<file path="src/hdl/tpqm_pkg.sv">
`timescale 1ns / 1ps
package tpqm_pkg;

  localparam int SAMPLE_W = 12;
  localparam int HOLD_W   = 10;
  localparam int CFG_IDX_W = 3;
  localparam int CNT_W    = 5;

  // Screen size in pixels.
  localparam logic [SAMPLE_W-1:0] WIDTH  = 12'd240;
  localparam logic [SAMPLE_W-1:0] HEIGHT = 12'd320;

  // Register indexes on the configuration port.
  localparam logic [CFG_IDX_W-1:0] REG_CAL_X_LOW   = 3'd0;
  localparam logic [CFG_IDX_W-1:0] REG_CAL_X_HIGH  = 3'd1;
  localparam logic [CFG_IDX_W-1:0] REG_CAL_Y_LOW   = 3'd2;
  localparam logic [CFG_IDX_W-1:0] REG_CAL_Y_HIGH  = 3'd3;
  localparam logic [CFG_IDX_W-1:0] REG_PRESS_THR   = 3'd4;
  localparam logic [CFG_IDX_W-1:0] REG_HOLDOFF     = 3'd5;
  localparam logic [CFG_IDX_W-1:0] REG_RAW_MODE    = 3'd6;

  // Register reset values.
  localparam logic [SAMPLE_W-1:0] RST_CAL_X_LOW  = 12'd300;
  localparam logic [SAMPLE_W-1:0] RST_CAL_X_HIGH = 12'd3800;
  localparam logic [SAMPLE_W-1:0] RST_CAL_Y_LOW  = 12'd260;
  localparam logic [SAMPLE_W-1:0] RST_CAL_Y_HIGH = 12'd3800;
  localparam logic [SAMPLE_W-1:0] RST_PRESS_THR  = 12'd800;
  localparam logic [HOLD_W-1:0]   RST_HOLDOFF    = 10'd200;

  // Input command codes.
  localparam logic CMD_TICK   = 1'b0;
  localparam logic CMD_SAMPLE = 1'b1;

  // Last step count of the serial multiply (one multiplier bit a cycle) and
  // of the serial divide (one quotient bit a cycle over the 24-bit product).
  localparam logic [CNT_W-1:0] MUL_LAST = 5'd11;
  localparam logic [CNT_W-1:0] DIV_LAST = 5'd23;

endpackage

</file>
<file path="src/hdl/tpqm_if.sv">
`timescale 1ns / 1ps
interface tpqm_in_if;
  logic                          valid;
  logic                          ready;
  logic                          cmd;
  logic [tpqm_pkg::SAMPLE_W-1:0] sample_x;
  logic [tpqm_pkg::SAMPLE_W-1:0] sample_y;
  logic [tpqm_pkg::SAMPLE_W-1:0] sample_pressure;

  modport source (output valid, cmd, sample_x, sample_y, sample_pressure, input ready);
  modport sink (input valid, cmd, sample_x, sample_y, sample_pressure, output ready);
endinterface

interface tpqm_out_if;
  logic                          valid;
  logic                          ready;
  logic                          touched;
  logic [tpqm_pkg::SAMPLE_W-1:0] point_x;
  logic [tpqm_pkg::SAMPLE_W-1:0] point_y;

  modport source (output valid, touched, point_x, point_y, input ready);
  modport sink (input valid, touched, point_x, point_y, output ready);
endinterface

</file>
<file path="src/hdl/touch_point_qualify_and_map.sv">
`timescale 1ns / 1ps
// Touch sample qualifier and screen mapper. A tick transfer (cmd 0) counts
// the post-touch holdoff down and gives no result; every sample transfer
// (cmd 1) gives exactly one result, which is zero unless the sample confirms
// a touch. A confirmed touch in calibrated mode runs both axes through one
// shared bit-serial unit: per axis a setup step, a shift-add multiply, a
// restoring divide and a mapping step. Results leave through an output
// register, so the next item is taken while a result still waits.
// The user must write the configuration registers through cfg_we, cfg_index
// and cfg_data only while the block is idle; the block does not enforce it.
module touch_point_qualify_and_map (
  input  logic                           clk,
  input  logic                           rst_n,
  tpqm_in_if.sink                        in_ch,
  tpqm_out_if.source                     out_ch,
  input  logic                           cfg_we,
  input  logic [tpqm_pkg::CFG_IDX_W-1:0] cfg_index,
  input  logic [tpqm_pkg::SAMPLE_W-1:0]  cfg_data
);

  localparam logic [2:0] ST_IDLE  = 3'd0;
  localparam logic [2:0] ST_SETUP = 3'd1;
  localparam logic [2:0] ST_MUL   = 3'd2;
  localparam logic [2:0] ST_DIV   = 3'd3;
  localparam logic [2:0] ST_MAP   = 3'd4;
  localparam logic [2:0] ST_EMIT  = 3'd5;

  localparam int SW = tpqm_pkg::SAMPLE_W;
  localparam int HW = tpqm_pkg::HOLD_W;
  localparam int CW = tpqm_pkg::CNT_W;
  localparam int PW = 2 * tpqm_pkg::SAMPLE_W;

  logic [2:0]    state_r, state_nxt;
  logic [SW-1:0] cal_x_low_r, cal_x_low_nxt;
  logic [SW-1:0] cal_x_high_r, cal_x_high_nxt;
  logic [SW-1:0] cal_y_low_r, cal_y_low_nxt;
  logic [SW-1:0] cal_y_high_r, cal_y_high_nxt;
  logic [SW-1:0] press_thr_r, press_thr_nxt;
  logic [HW-1:0] holdoff_ticks_r, holdoff_ticks_nxt;
  logic          raw_mode_r, raw_mode_nxt;
  logic [HW-1:0] holdoff_r, holdoff_nxt;
  logic          armed_r, armed_nxt;

  logic [SW-1:0] sx_r, sx_nxt;
  logic [SW-1:0] sy_r, sy_nxt;
  logic          axis_r, axis_nxt;
  logic [tpqm_pkg::CNT_W-1:0] cnt_r, cnt_nxt;
  logic [SW-1:0] mcand_r, mcand_nxt;
  logic [SW-1:0] hi_r, hi_nxt;
  logic [SW-1:0] lo_r, lo_nxt;
  logic [SW-1:0] smag_r, smag_nxt;
  logic          neg_r, neg_nxt;
  logic          zspan_r, zspan_nxt;
  logic [SW-1:0] rem_r, rem_nxt;
  logic [PW-1:0] q_r, q_nxt;

  logic          res_t_r, res_t_nxt;
  logic [SW-1:0] res_x_r, res_x_nxt;
  logic [SW-1:0] res_y_r, res_y_nxt;
  logic          out_valid_r, out_valid_nxt;
  logic          out_t_r, out_t_nxt;
  logic [SW-1:0] out_x_r, out_x_nxt;
  logic [SW-1:0] out_y_r, out_y_nxt;

  // Axis 0 maps raw y onto the columns, axis 1 maps raw x (inverted) onto
  // the rows.
  logic [SW-1:0] v_sel, a_sel, b_sel, top_sel;
  logic [SW:0]   diff, span;
  logic [SW-1:0] dmag, smag;
  logic [SW:0]   mul_sum;
  logic [SW:0]   rem_sh;
  logic          div_ge;
  logic [SW:0]   rem_sub;
  logic [SW-1:0] mapped;
  logic          pressed;

  assign in_ch.ready    = (state_r == ST_IDLE);
  assign out_ch.valid   = out_valid_r;
  assign out_ch.touched = out_t_r;
  assign out_ch.point_x = out_x_r;
  assign out_ch.point_y = out_y_r;

  assign pressed = (in_ch.sample_pressure > press_thr_r);

  always_comb begin
    v_sel   = axis_r ? sx_r : sy_r;
    a_sel   = axis_r ? cal_x_high_r : cal_y_low_r;
    b_sel   = axis_r ? cal_x_low_r : cal_y_high_r;
    top_sel = axis_r ? tpqm_pkg::HEIGHT : tpqm_pkg::WIDTH;
    diff    = {1'b0, v_sel} - {1'b0, a_sel};
    span    = {1'b0, b_sel} - {1'b0, a_sel};
    dmag    = diff[SW] ? SW'(-diff) : diff[SW-1:0];
    smag    = span[SW] ? SW'(-span) : span[SW-1:0];
  end

  // One multiplier bit per cycle, least significant first.
  assign mul_sum = {1'b0, hi_r} + (lo_r[0] ? {1'b0, mcand_r} : '0);

  // One quotient bit per cycle, numerator bits enter from the top of q_r.
  assign rem_sh  = {rem_r, q_r[PW-1]};
  assign div_ge  = (rem_sh >= {1'b0, smag_r});
  assign rem_sub = rem_sh - {1'b0, smag_r};

  // A negative quotient or a zero span clamps to the first pixel.
  always_comb begin
    if (zspan_r || neg_r) begin
      mapped = SW'(1);
    end else if (q_r >= {{SW{1'b0}}, top_sel}) begin
      mapped = top_sel;
    end else begin
      mapped = q_r[SW-1:0] + SW'(1);
    end
  end

  always_comb begin
    state_nxt         = state_r;
    cal_x_low_nxt     = cal_x_low_r;
    cal_x_high_nxt    = cal_x_high_r;
    cal_y_low_nxt     = cal_y_low_r;
    cal_y_high_nxt    = cal_y_high_r;
    press_thr_nxt     = press_thr_r;
    holdoff_ticks_nxt = holdoff_ticks_r;
    raw_mode_nxt      = raw_mode_r;
    holdoff_nxt       = holdoff_r;
    armed_nxt         = armed_r;
    sx_nxt            = sx_r;
    sy_nxt            = sy_r;
    axis_nxt          = axis_r;
    cnt_nxt           = cnt_r;
    mcand_nxt         = mcand_r;
    hi_nxt            = hi_r;
    lo_nxt            = lo_r;
    smag_nxt          = smag_r;
    neg_nxt           = neg_r;
    zspan_nxt         = zspan_r;
    rem_nxt           = rem_r;
    q_nxt             = q_r;
    res_t_nxt         = res_t_r;
    res_x_nxt         = res_x_r;
    res_y_nxt         = res_y_r;
    out_valid_nxt     = out_valid_r;
    out_t_nxt         = out_t_r;
    out_x_nxt         = out_x_r;
    out_y_nxt         = out_y_r;

    if (cfg_we) begin
      case (cfg_index)
        tpqm_pkg::REG_CAL_X_LOW:  cal_x_low_nxt = cfg_data;
        tpqm_pkg::REG_CAL_X_HIGH: cal_x_high_nxt = cfg_data;
        tpqm_pkg::REG_CAL_Y_LOW:  cal_y_low_nxt = cfg_data;
        tpqm_pkg::REG_CAL_Y_HIGH: cal_y_high_nxt = cfg_data;
        tpqm_pkg::REG_PRESS_THR:  press_thr_nxt = cfg_data;
        tpqm_pkg::REG_HOLDOFF:    holdoff_ticks_nxt = cfg_data[HW-1:0];
        tpqm_pkg::REG_RAW_MODE:   raw_mode_nxt = cfg_data[0];
        default: ;
      endcase
    end

    if (out_valid_r && out_ch.ready) begin
      out_valid_nxt = 1'b0;
    end

    case (state_r)
      ST_IDLE: begin
        if (in_ch.valid) begin
          if (in_ch.cmd == tpqm_pkg::CMD_TICK) begin
            if (holdoff_r != '0) begin
              holdoff_nxt = holdoff_r - HW'(1);
            end
          end else begin
            sx_nxt    = in_ch.sample_x;
            sy_nxt    = in_ch.sample_y;
            res_t_nxt = 1'b0;
            res_x_nxt = '0;
            res_y_nxt = '0;
            state_nxt = ST_EMIT;
            if (holdoff_r == '0) begin
              if (!armed_r) begin
                armed_nxt = pressed;
              end else begin
                armed_nxt = 1'b0;
                if (pressed) begin
                  holdoff_nxt = holdoff_ticks_r;
                  res_t_nxt   = 1'b1;
                  if (raw_mode_r) begin
                    res_x_nxt = in_ch.sample_x;
                    res_y_nxt = in_ch.sample_y;
                  end else begin
                    axis_nxt  = 1'b0;
                    state_nxt = ST_SETUP;
                  end
                end
              end
            end
          end
        end
      end
      ST_SETUP: begin
        mcand_nxt = top_sel - SW'(1);
        hi_nxt    = '0;
        lo_nxt    = dmag;
        smag_nxt  = smag;
        neg_nxt   = diff[SW] ^ span[SW];
        zspan_nxt = (span == '0);
        cnt_nxt   = tpqm_pkg::MUL_LAST;
        state_nxt = ST_MUL;
      end
      ST_MUL: begin
        hi_nxt = mul_sum[SW:1];
        lo_nxt = {mul_sum[0], lo_r[SW-1:1]};
        if (cnt_r == '0) begin
          q_nxt     = {mul_sum[SW:1], mul_sum[0], lo_r[SW-1:1]};
          rem_nxt   = '0;
          cnt_nxt   = tpqm_pkg::DIV_LAST;
          state_nxt = ST_DIV;
        end else begin
          cnt_nxt = cnt_r - CW'(1);
        end
      end
      ST_DIV: begin
        rem_nxt = div_ge ? rem_sub[SW-1:0] : rem_sh[SW-1:0];
        q_nxt   = {q_r[PW-2:0], div_ge};
        if (cnt_r == '0) begin
          state_nxt = ST_MAP;
        end else begin
          cnt_nxt = cnt_r - CW'(1);
        end
      end
      ST_MAP: begin
        if (!axis_r) begin
          res_x_nxt = mapped;
          axis_nxt  = 1'b1;
          state_nxt = ST_SETUP;
        end else begin
          res_y_nxt = mapped;
          state_nxt = ST_EMIT;
        end
      end
      ST_EMIT: begin
        if (!out_valid_r || out_ch.ready) begin
          out_valid_nxt = 1'b1;
          out_t_nxt     = res_t_r;
          out_x_nxt     = res_x_r;
          out_y_nxt     = res_y_r;
          state_nxt     = ST_IDLE;
        end
      end
      default: begin
        state_nxt = ST_IDLE;
      end
    endcase
  end

  always_ff @(posedge clk) begin
    if (!rst_n) begin
      state_r         <= ST_IDLE;
      cal_x_low_r     <= tpqm_pkg::RST_CAL_X_LOW;
      cal_x_high_r    <= tpqm_pkg::RST_CAL_X_HIGH;
      cal_y_low_r     <= tpqm_pkg::RST_CAL_Y_LOW;
      cal_y_high_r    <= tpqm_pkg::RST_CAL_Y_HIGH;
      press_thr_r     <= tpqm_pkg::RST_PRESS_THR;
      holdoff_ticks_r <= tpqm_pkg::RST_HOLDOFF;
      raw_mode_r      <= 1'b0;
      holdoff_r       <= '0;
      armed_r         <= 1'b0;
      out_valid_r     <= 1'b0;
    end else begin
      state_r         <= state_nxt;
      cal_x_low_r     <= cal_x_low_nxt;
      cal_x_high_r    <= cal_x_high_nxt;
      cal_y_low_r     <= cal_y_low_nxt;
      cal_y_high_r    <= cal_y_high_nxt;
      press_thr_r     <= press_thr_nxt;
      holdoff_ticks_r <= holdoff_ticks_nxt;
      raw_mode_r      <= raw_mode_nxt;
      holdoff_r       <= holdoff_nxt;
      armed_r         <= armed_nxt;
      out_valid_r     <= out_valid_nxt;
    end
  end

  always_ff @(posedge clk) begin
    sx_r    <= sx_nxt;
    sy_r    <= sy_nxt;
    axis_r  <= axis_nxt;
    cnt_r   <= cnt_nxt;
    mcand_r <= mcand_nxt;
    hi_r    <= hi_nxt;
    lo_r    <= lo_nxt;
    smag_r  <= smag_nxt;
    neg_r   <= neg_nxt;
    zspan_r <= zspan_nxt;
    rem_r   <= rem_nxt;
    q_r     <= q_nxt;
    res_t_r <= res_t_nxt;
    res_x_r <= res_x_nxt;
    res_y_r <= res_y_nxt;
    out_t_r <= out_t_nxt;
    out_x_r <= out_x_nxt;
    out_y_r <= out_y_nxt;
  end

endmodule

</file>
<file path="src/flat_wrapper.sv">
// flat-port wrapper written by rule: the top's interface ports become plain ports
module touch_point_qualify_and_map_flat 
  (clk, rst_n, cfg_we, cfg_index, cfg_data, in_ch_valid, in_ch_cmd, in_ch_sample_x, in_ch_sample_y, in_ch_sample_pressure, in_ch_ready, out_ch_valid, out_ch_touched, out_ch_point_x, out_ch_point_y, out_ch_ready);
  tpqm_in_if in_ch_i ();
  tpqm_out_if out_ch_i ();
  input  logic clk;
  input  logic rst_n;
  input  logic cfg_we;
  input  logic [tpqm_pkg::CFG_IDX_W-1:0] cfg_index;
  input  logic [tpqm_pkg::SAMPLE_W-1:0] cfg_data;
  input wire logic [$bits(in_ch_i.valid)-1:0] in_ch_valid;
  input wire logic [$bits(in_ch_i.cmd)-1:0] in_ch_cmd;
  input wire logic [$bits(in_ch_i.sample_x)-1:0] in_ch_sample_x;
  input wire logic [$bits(in_ch_i.sample_y)-1:0] in_ch_sample_y;
  input wire logic [$bits(in_ch_i.sample_pressure)-1:0] in_ch_sample_pressure;
  output wire logic [$bits(in_ch_i.ready)-1:0] in_ch_ready;
  output wire logic [$bits(out_ch_i.valid)-1:0] out_ch_valid;
  output wire logic [$bits(out_ch_i.touched)-1:0] out_ch_touched;
  output wire logic [$bits(out_ch_i.point_x)-1:0] out_ch_point_x;
  output wire logic [$bits(out_ch_i.point_y)-1:0] out_ch_point_y;
  input wire logic [$bits(out_ch_i.ready)-1:0] out_ch_ready;
  assign in_ch_i.valid = in_ch_valid;
  assign in_ch_i.cmd = in_ch_cmd;
  assign in_ch_i.sample_x = in_ch_sample_x;
  assign in_ch_i.sample_y = in_ch_sample_y;
  assign in_ch_i.sample_pressure = in_ch_sample_pressure;
  assign in_ch_ready = in_ch_i.ready;
  assign out_ch_valid = out_ch_i.valid;
  assign out_ch_touched = out_ch_i.touched;
  assign out_ch_point_x = out_ch_i.point_x;
  assign out_ch_point_y = out_ch_i.point_y;
  assign out_ch_i.ready = out_ch_ready;
  touch_point_qualify_and_map u_core (.clk(clk), .rst_n(rst_n), .in_ch(in_ch_i), .out_ch(out_ch_i), .cfg_we(cfg_we), .cfg_index(cfg_index), .cfg_data(cfg_data));
endmodule
</file>
<file path="config.mk">
export PLATFORM = sky130hd
export DESIGN_NAME = touch_point_qualify_and_map_flat
export DESIGN_NICKNAME = d
export VERILOG_FILES = /design/src/hdl/tpqm_pkg.sv /design/src/hdl/tpqm_if.sv /design/src/hdl/touch_point_qualify_and_map.sv /design/src/flat_wrapper.sv
export SDC_FILE = /design/constraint.sdc
export NUM_CORES = 1
export LEC_CHECK = 0
export BUFFER_PORTS_ARGS = -buffer_cell sky130_fd_sc_hd__buf_2
export CORE_MARGIN = 4
export CORE_UTILIZATION = 55
export DETAILED_ROUTE_END_ITERATION = 6
export PLACE_DENSITY = 0.84
export REMOVE_ABC_BUFFERS = 1
export SLEW_MARGIN = 20
export SYNTH_ARGS = -nofsm -noshare
export SYNTH_HDL_FRONTEND = slang
export SYNTH_SLANG_ARGS = --single-unit
</file>
<file path="constraint.sdc">
create_clock -name clk -period 8.5 [get_ports clk]
set_input_delay 0 -clock clk [delete_from_list [all_inputs] [get_ports clk]]
set_output_delay 0 -clock clk [all_outputs]
set_load 0.01 [all_outputs]
</file>
# == After elaboration in Yosys (flattened, before gate mapping) ==
# Cells that the tools add are included.
# W data, S select, Z words.
# word_totals
input_bits,57
elab_cells,165
out_inout_bits,27
reg_bits,252
# op_classes
n_mux,63
n_bitwise,1
addsub,10
n_eq_ne,26
reduce_logical,33
n_lt_le_gt_ge,3
# op_table
cell,count
$mux W12,24
$pmux W12 S2,5
$mux W10,5
$pmux W24 S2,1
$mux W3,10
$sub A12 B12 Y13,2
$ge A24 B12 Y1,1
$mux W24,1
$neg A12 Y12,2
$reduce_and A2 Y1,11
$ne A2 B1 Y1 const B,10
$pmux W3 S6,1
$eq A3 B3 Y1 const B,5
$pmux W5 S3,1
$add A12 B13 Y13,1
$ge A13 B12 Y1,1
$logic_not A13 Y1,1
$add A12 B1 Y12 const B,1
$eq A3 B2 Y1 const B,4
$gt A12 B12 Y1,1
$reduce_and A4 Y1,3
$sub A12 B1 Y12 const B,1
$sub A12 B12 Y12,1
$mux W1,11
other kinds (21),32

# == Depth between registers and ports, before layout ==
# depth
depth_word,7
ltp_mapped,15
depth_no_buf,12

# == Worst setup path before layout ==
# Ideal clock, no wire load.
# synth_path
path_type,flip-flop to flip-flop
startpoint,register u_core.axis_r
endpoint,"register u_core.smag_r[11], data pin"
slack_ns,4.435
path_stages_with_launch,13
synth_period_minus_slack_ns,4.065
path_buffers,2
arrival_ns,3.801
required_ns,8.236
setup_time_ns,0.264
cell_sequence,edfxtp_1 -> buf_1 -> clkbuf_1 -> mux2i_1 -> fa_1 -> a21o_1 -> a2111oi_4 -> o21bai_1 -> a21o_1 -> o211a_1 -> or4_1 -> o31ai_1 -> xnor2_1
# synth_between
elab_chain_cells,4
word_cells_on_any_way,5
classes_between,2 x add/sub; 3 x mux
# synth_rtl
element,line,source
start: declaration,touch_point_qualify_and_map.sv:46,"logic axis_r, axis_nxt;"
start signal: assignment,touch_point_qualify_and_map.sv:285,axis_r <= axis_nxt;
"$mux W12, on equally long branches","touch_point_qualify_and_map.sv:88, touch_point_qualify_and_map.sv:87",
$sub A12 B12 Y13 (*),touch_point_qualify_and_map.sv:91,"span = {1'b0, b_sel} - {1'b0, a_sel};"
$neg A12 Y12,touch_point_qualify_and_map.sv:93,smag = span[SW] ? SW'(-span) : span[SW-1:0];
$mux W12 (*),touch_point_qualify_and_map.sv:93,
net u_core.smag[11],touch_point_qualify_and_map.sv:69,"logic [SW-1:0] dmag, smag;"
end signal: assignment,touch_point_qualify_and_map.sv:290,smag_r <= smag_nxt;
end: declaration,touch_point_qualify_and_map.sv:51,"logic [SW-1:0] smag_r, smag_nxt;"
# Mark *: on every way through the listed nets, which the timed path passes. The rest lies on a longest branch.
# A chain may end at the register's enable or synchronous reset.

# == Worst setup path after layout ==
# Ends and elaborated chain as after synthesis.

==> out/results.tsv <==
metric	value	unit
outcome	finished, final reports clean	
holdCritPathClass	in2reg	
syn_to_final_growth	14.9	%
synth_edf_count	156	
syn-cell-area	0.0128	mm^2
cts_resized	0	
drc	0	
cp.required	8.75	ns
clock_sinks	242	
yosysSeqAreaShare	0.499	
nets	1544	
drive_gt1_frac	0.124	
slowest_delay	0.74	ns
grt.overflow.total	0	
clk_latency	0.53	ns
grt_util_all_layers	0.235	
critPathCapture	u_core.smag_r[11]$_DFFE_PP_	
ys_types	70	
clkTransAtPathRegs	0.07	ns
r2r-start	u_core.axis_r$_DFFE_PP_	
rsz0062_at_grt	no	
tightest_slew	0.949	ns
grt_pass1_wl	49900	um
setup.worst_path.start	u_core.axis_r$_DFFE_PP_	
dpl_cell_area	0.0136	mm^2
netlist.area_leader.share	0.365	
dp_hpwl	21300	um
yosys-top-cells-area	edfxtp_1 (36%), dfxtp_1 (13%), nand2_1 (7.5%)	
r2r-end	u_core.smag_r[11]$_DFFE_PP_	
start_kind	flop	
whs	0.0573	ns
grt_antenna_before_repair	0	
cp-end-kind	flop	
place.gp.congestion	0.915	
die_area	0.0259	mm^2
slew_headroom	0.367	
ys_warn_count	0	
antenna_cells	0	
viasPerCell	5.79	
tritoncts	done	
die_h	161	um
die_width	161	um
fillers	1677	
period_share	0.542	
synthArstFlopShare	0	
start_util	0.564	
hold_viol	0	
synth_top_flop_cell	edfxtp_1	
fmax	217	MHz
power.total	4.79	mW
syn-instance-count	1303	
ioPinCount	84	
grt_pass1_vias	9881	
critPathKind	reg2reg	
cts_root_buf	clkbuf_16	
setup_viol	0	
io_buffers	83	
yosysMostFrequentCell	nand2_1	
rows	55	
firstDrtPassIters	5	
power_switching	1.78	mW
synth_top_area_cell	edfxtp_1	
cp_max_fo	28	
grt_max_degree	93	
rr_worst_depth	13	
ys_ff_latch	242	
numCtsBuffers	24	
arrival	4.86	ns
p_leak	5.95	nW
postSynthAreaPerCell	9.86	um^2
switching_share	0.371	
netlist_top_cells_count	nand2_1 (258), edfxtp_1 (156), dfxtp_1 (86), nor2_1 (83), ha_1 (67)	
finalMaxSlewViolations	0	
ir_drop	0.000218	V
path_cells	buf_4, mux2i_1, ha_1, inv_1, fa_1, a21o_1, a2111oi_4, o21bai_1, a21o_1, o211a_1, or4_1, o31ai_1, xnor2_1	
power.share.sequential	0.361	
p_per_area	325	mW/mm^2
p_comb_frac	0.416	
drv_cap	0	
final_area	0.0148	mm^2
h-tree-depth	1	
final_util	0.648	
crit_path_top_delay_cell	edfxtp_1	
first_iter_violations	920	
skew	0.0216	ns
vias	10100	
routed_wl	31200	um
finalCriticalPeriod	4.60	ns
wl_per_cell	17.9	um
core_area	0.0228	mm^2
internal-power	3.01	mW
power_frac_clock	0.223	
ant_nets	0	
regToRegSetupSlack	3.90	ns
fin_tns_setup	0	ns
crit_top_cell	a21o_1	
clockBufferDepth	3	
## critical path: cells and delay by family (launching register included)
| kind | cells | cell delay (ns) |
|---|---|---|
| AOI/OAI and AO/OA | 6 | 1.43 |
| xor gates and xnor gates | 1 | 0.11 |
| adders and majority gates | 2 | 0.62 |
| buffers and inverters | 2 | 0.56 |
| DFF | 1 | 0.74 |
| muxes | 1 | 0.34 |
| and+or+nand+nor | 1 | 0.51 |
## worst min path at each step
stage	from	end	cells after the start
floorplan	rst_n	u_core.cal_x_high_r[10]$_SDFFE_PN1P_	1
global placement	in_ch_sample_x[11]	u_core.sx_r[11]$_DFFE_PP_	1
detailed placement	in_ch_sample_x[11]	u_core.sx_r[11]$_DFFE_PP_	1
CTS	cfg_index[1]	u_core.cal_x_low_r[4]$_SDFFE_PN0P_	5
finish	cfg_index[1]	u_core.cal_x_low_r[2]$_SDFFE_PN1P_	5
global route	cfg_index[1]	u_core.cal_x_low_r[6]$_SDFFE_PN0P_	5
## power groups by stage
stage | combinational, mW | clock (mW) | sequential [mW]
2_1_floorplan | 1.47 | 0 | 1.72
3_3_place_gp | 1.84 | 0 | 1.73
3_5_place_dp | 1.93 | 0 | 1.74
4_1_cts | 1.96 | 1.07 | 1.72
5_1_grt | 2.21 | 1.14 | 1.74
6_report | 1.99 | 1.07 | 1.73
## per-layer routing
layer / GRT usage / vias up / share of wire
li1: - / 4843 / -
met1: 0.303 / 4754 / 0.40
met2: 0.407 / 424 / 0.49
met3: 0.0321 / 91 / 0.072
met4: 0.0810 / 0 / 0.036
met5: 0 / - / 0
## registers in the layout, summed over array words and instances, names as in the netlist, 2 cells and up
signal / cells
u_core.cal_y_low_r: 12
u_core.state_r: 3
u_core.sx_r: 12
u_core.lo_r: 12
u_core.rem_r: 12
u_core.mcand_r: 2
u_core.cal_x_high_r: 12
u_core.smag_r: 12
u_core.q_r: 24
u_core.hi_r: 12
u_core.press_thr_r: 12
u_core.res_x_r: 12
u_core.holdoff_ticks_r: 10
u_core.cnt_r: 5
u_core.cal_y_high_r: 12
u_core.cal_x_low_r: 12
u_core.out_ch.point_x: 12
u_core.holdoff_r: 10
u_core.res_y_r: 12
u_core.out_ch.point_y: 12
u_core.sy_r: 12
## cells by family after synthesis
group / Yosys count / synth area share
compound gates: 272 / 0.142
buf+inv: 109 / 0.0322
fa+ha+maj: 71 / 0.0715
xor+xnor: 61 / 0.0422
mux: 49 / 0.0405
flops: 242 / 0.499
simple gates: 499 / 0.173
## cell usage in the layout (no fill, tap or decap), types with 8 or more instances in the layout
| cell | instances |
|---|---|
| mux2_2 | 24 |
| nand4_1 | 9 |
| nand2_1 | 257 |
| a31oi_1 | 8 |
| dfxtp_1 | 86 |
| mux2i_1 | 25 |
| and2_1 | 12 |
| edfxtp_1 | 156 |
| xnor2_1 | 38 |
| o21ai_0 | 62 |
| inv_1 | 62 |
| nand2b_1 | 17 |
| o21a_1 | 8 |
| o211ai_1 | 9 |
| buf_4 | 11 |
| ha_1 | 67 |
| dlygate4sd3_1 | 40 |
| buf_2 | 83 |
| nor3_1 | 24 |
| clkbuf_16 | 25 |
| nor2b_1 | 13 |
| a21boi_0 | 50 |
| o31ai_1 | 8 |
| a21o_1 | 31 |
| nor2_1 | 82 |
| xor2_1 | 22 |
| a21oi_1 | 51 |
| nand3_1 | 44 |
## per-stage QoR
stage | setup WS (ns) | instances
after CTS | 4.03 | 1747
final | 3.90 | 1747
after global placement | 4.23 | 1663
after detailed placement | 4.06 | 1663
after floorplan | 4.21 | 1256
after global routing | 3.66 | 1747
## layout make-up
cell class	count	area, um^2	share of cell area
multi-input combinational	952	6040	0.409
inverter	62	233	0.0158
timing repair buffer	134	898	0.0608
tap	313	392	0.0265
clock inverter	14	131	0.00890
sequential	242	6410	0.434
clock buffer	30	664	0.0450
## repair_timing
action / in CTS / in global routing
endpoints found under the hold margin: 122 / 0
hold buffers: 40 / 0
setup buffers: 0 / 0
(Power assumes the default switching activity.)
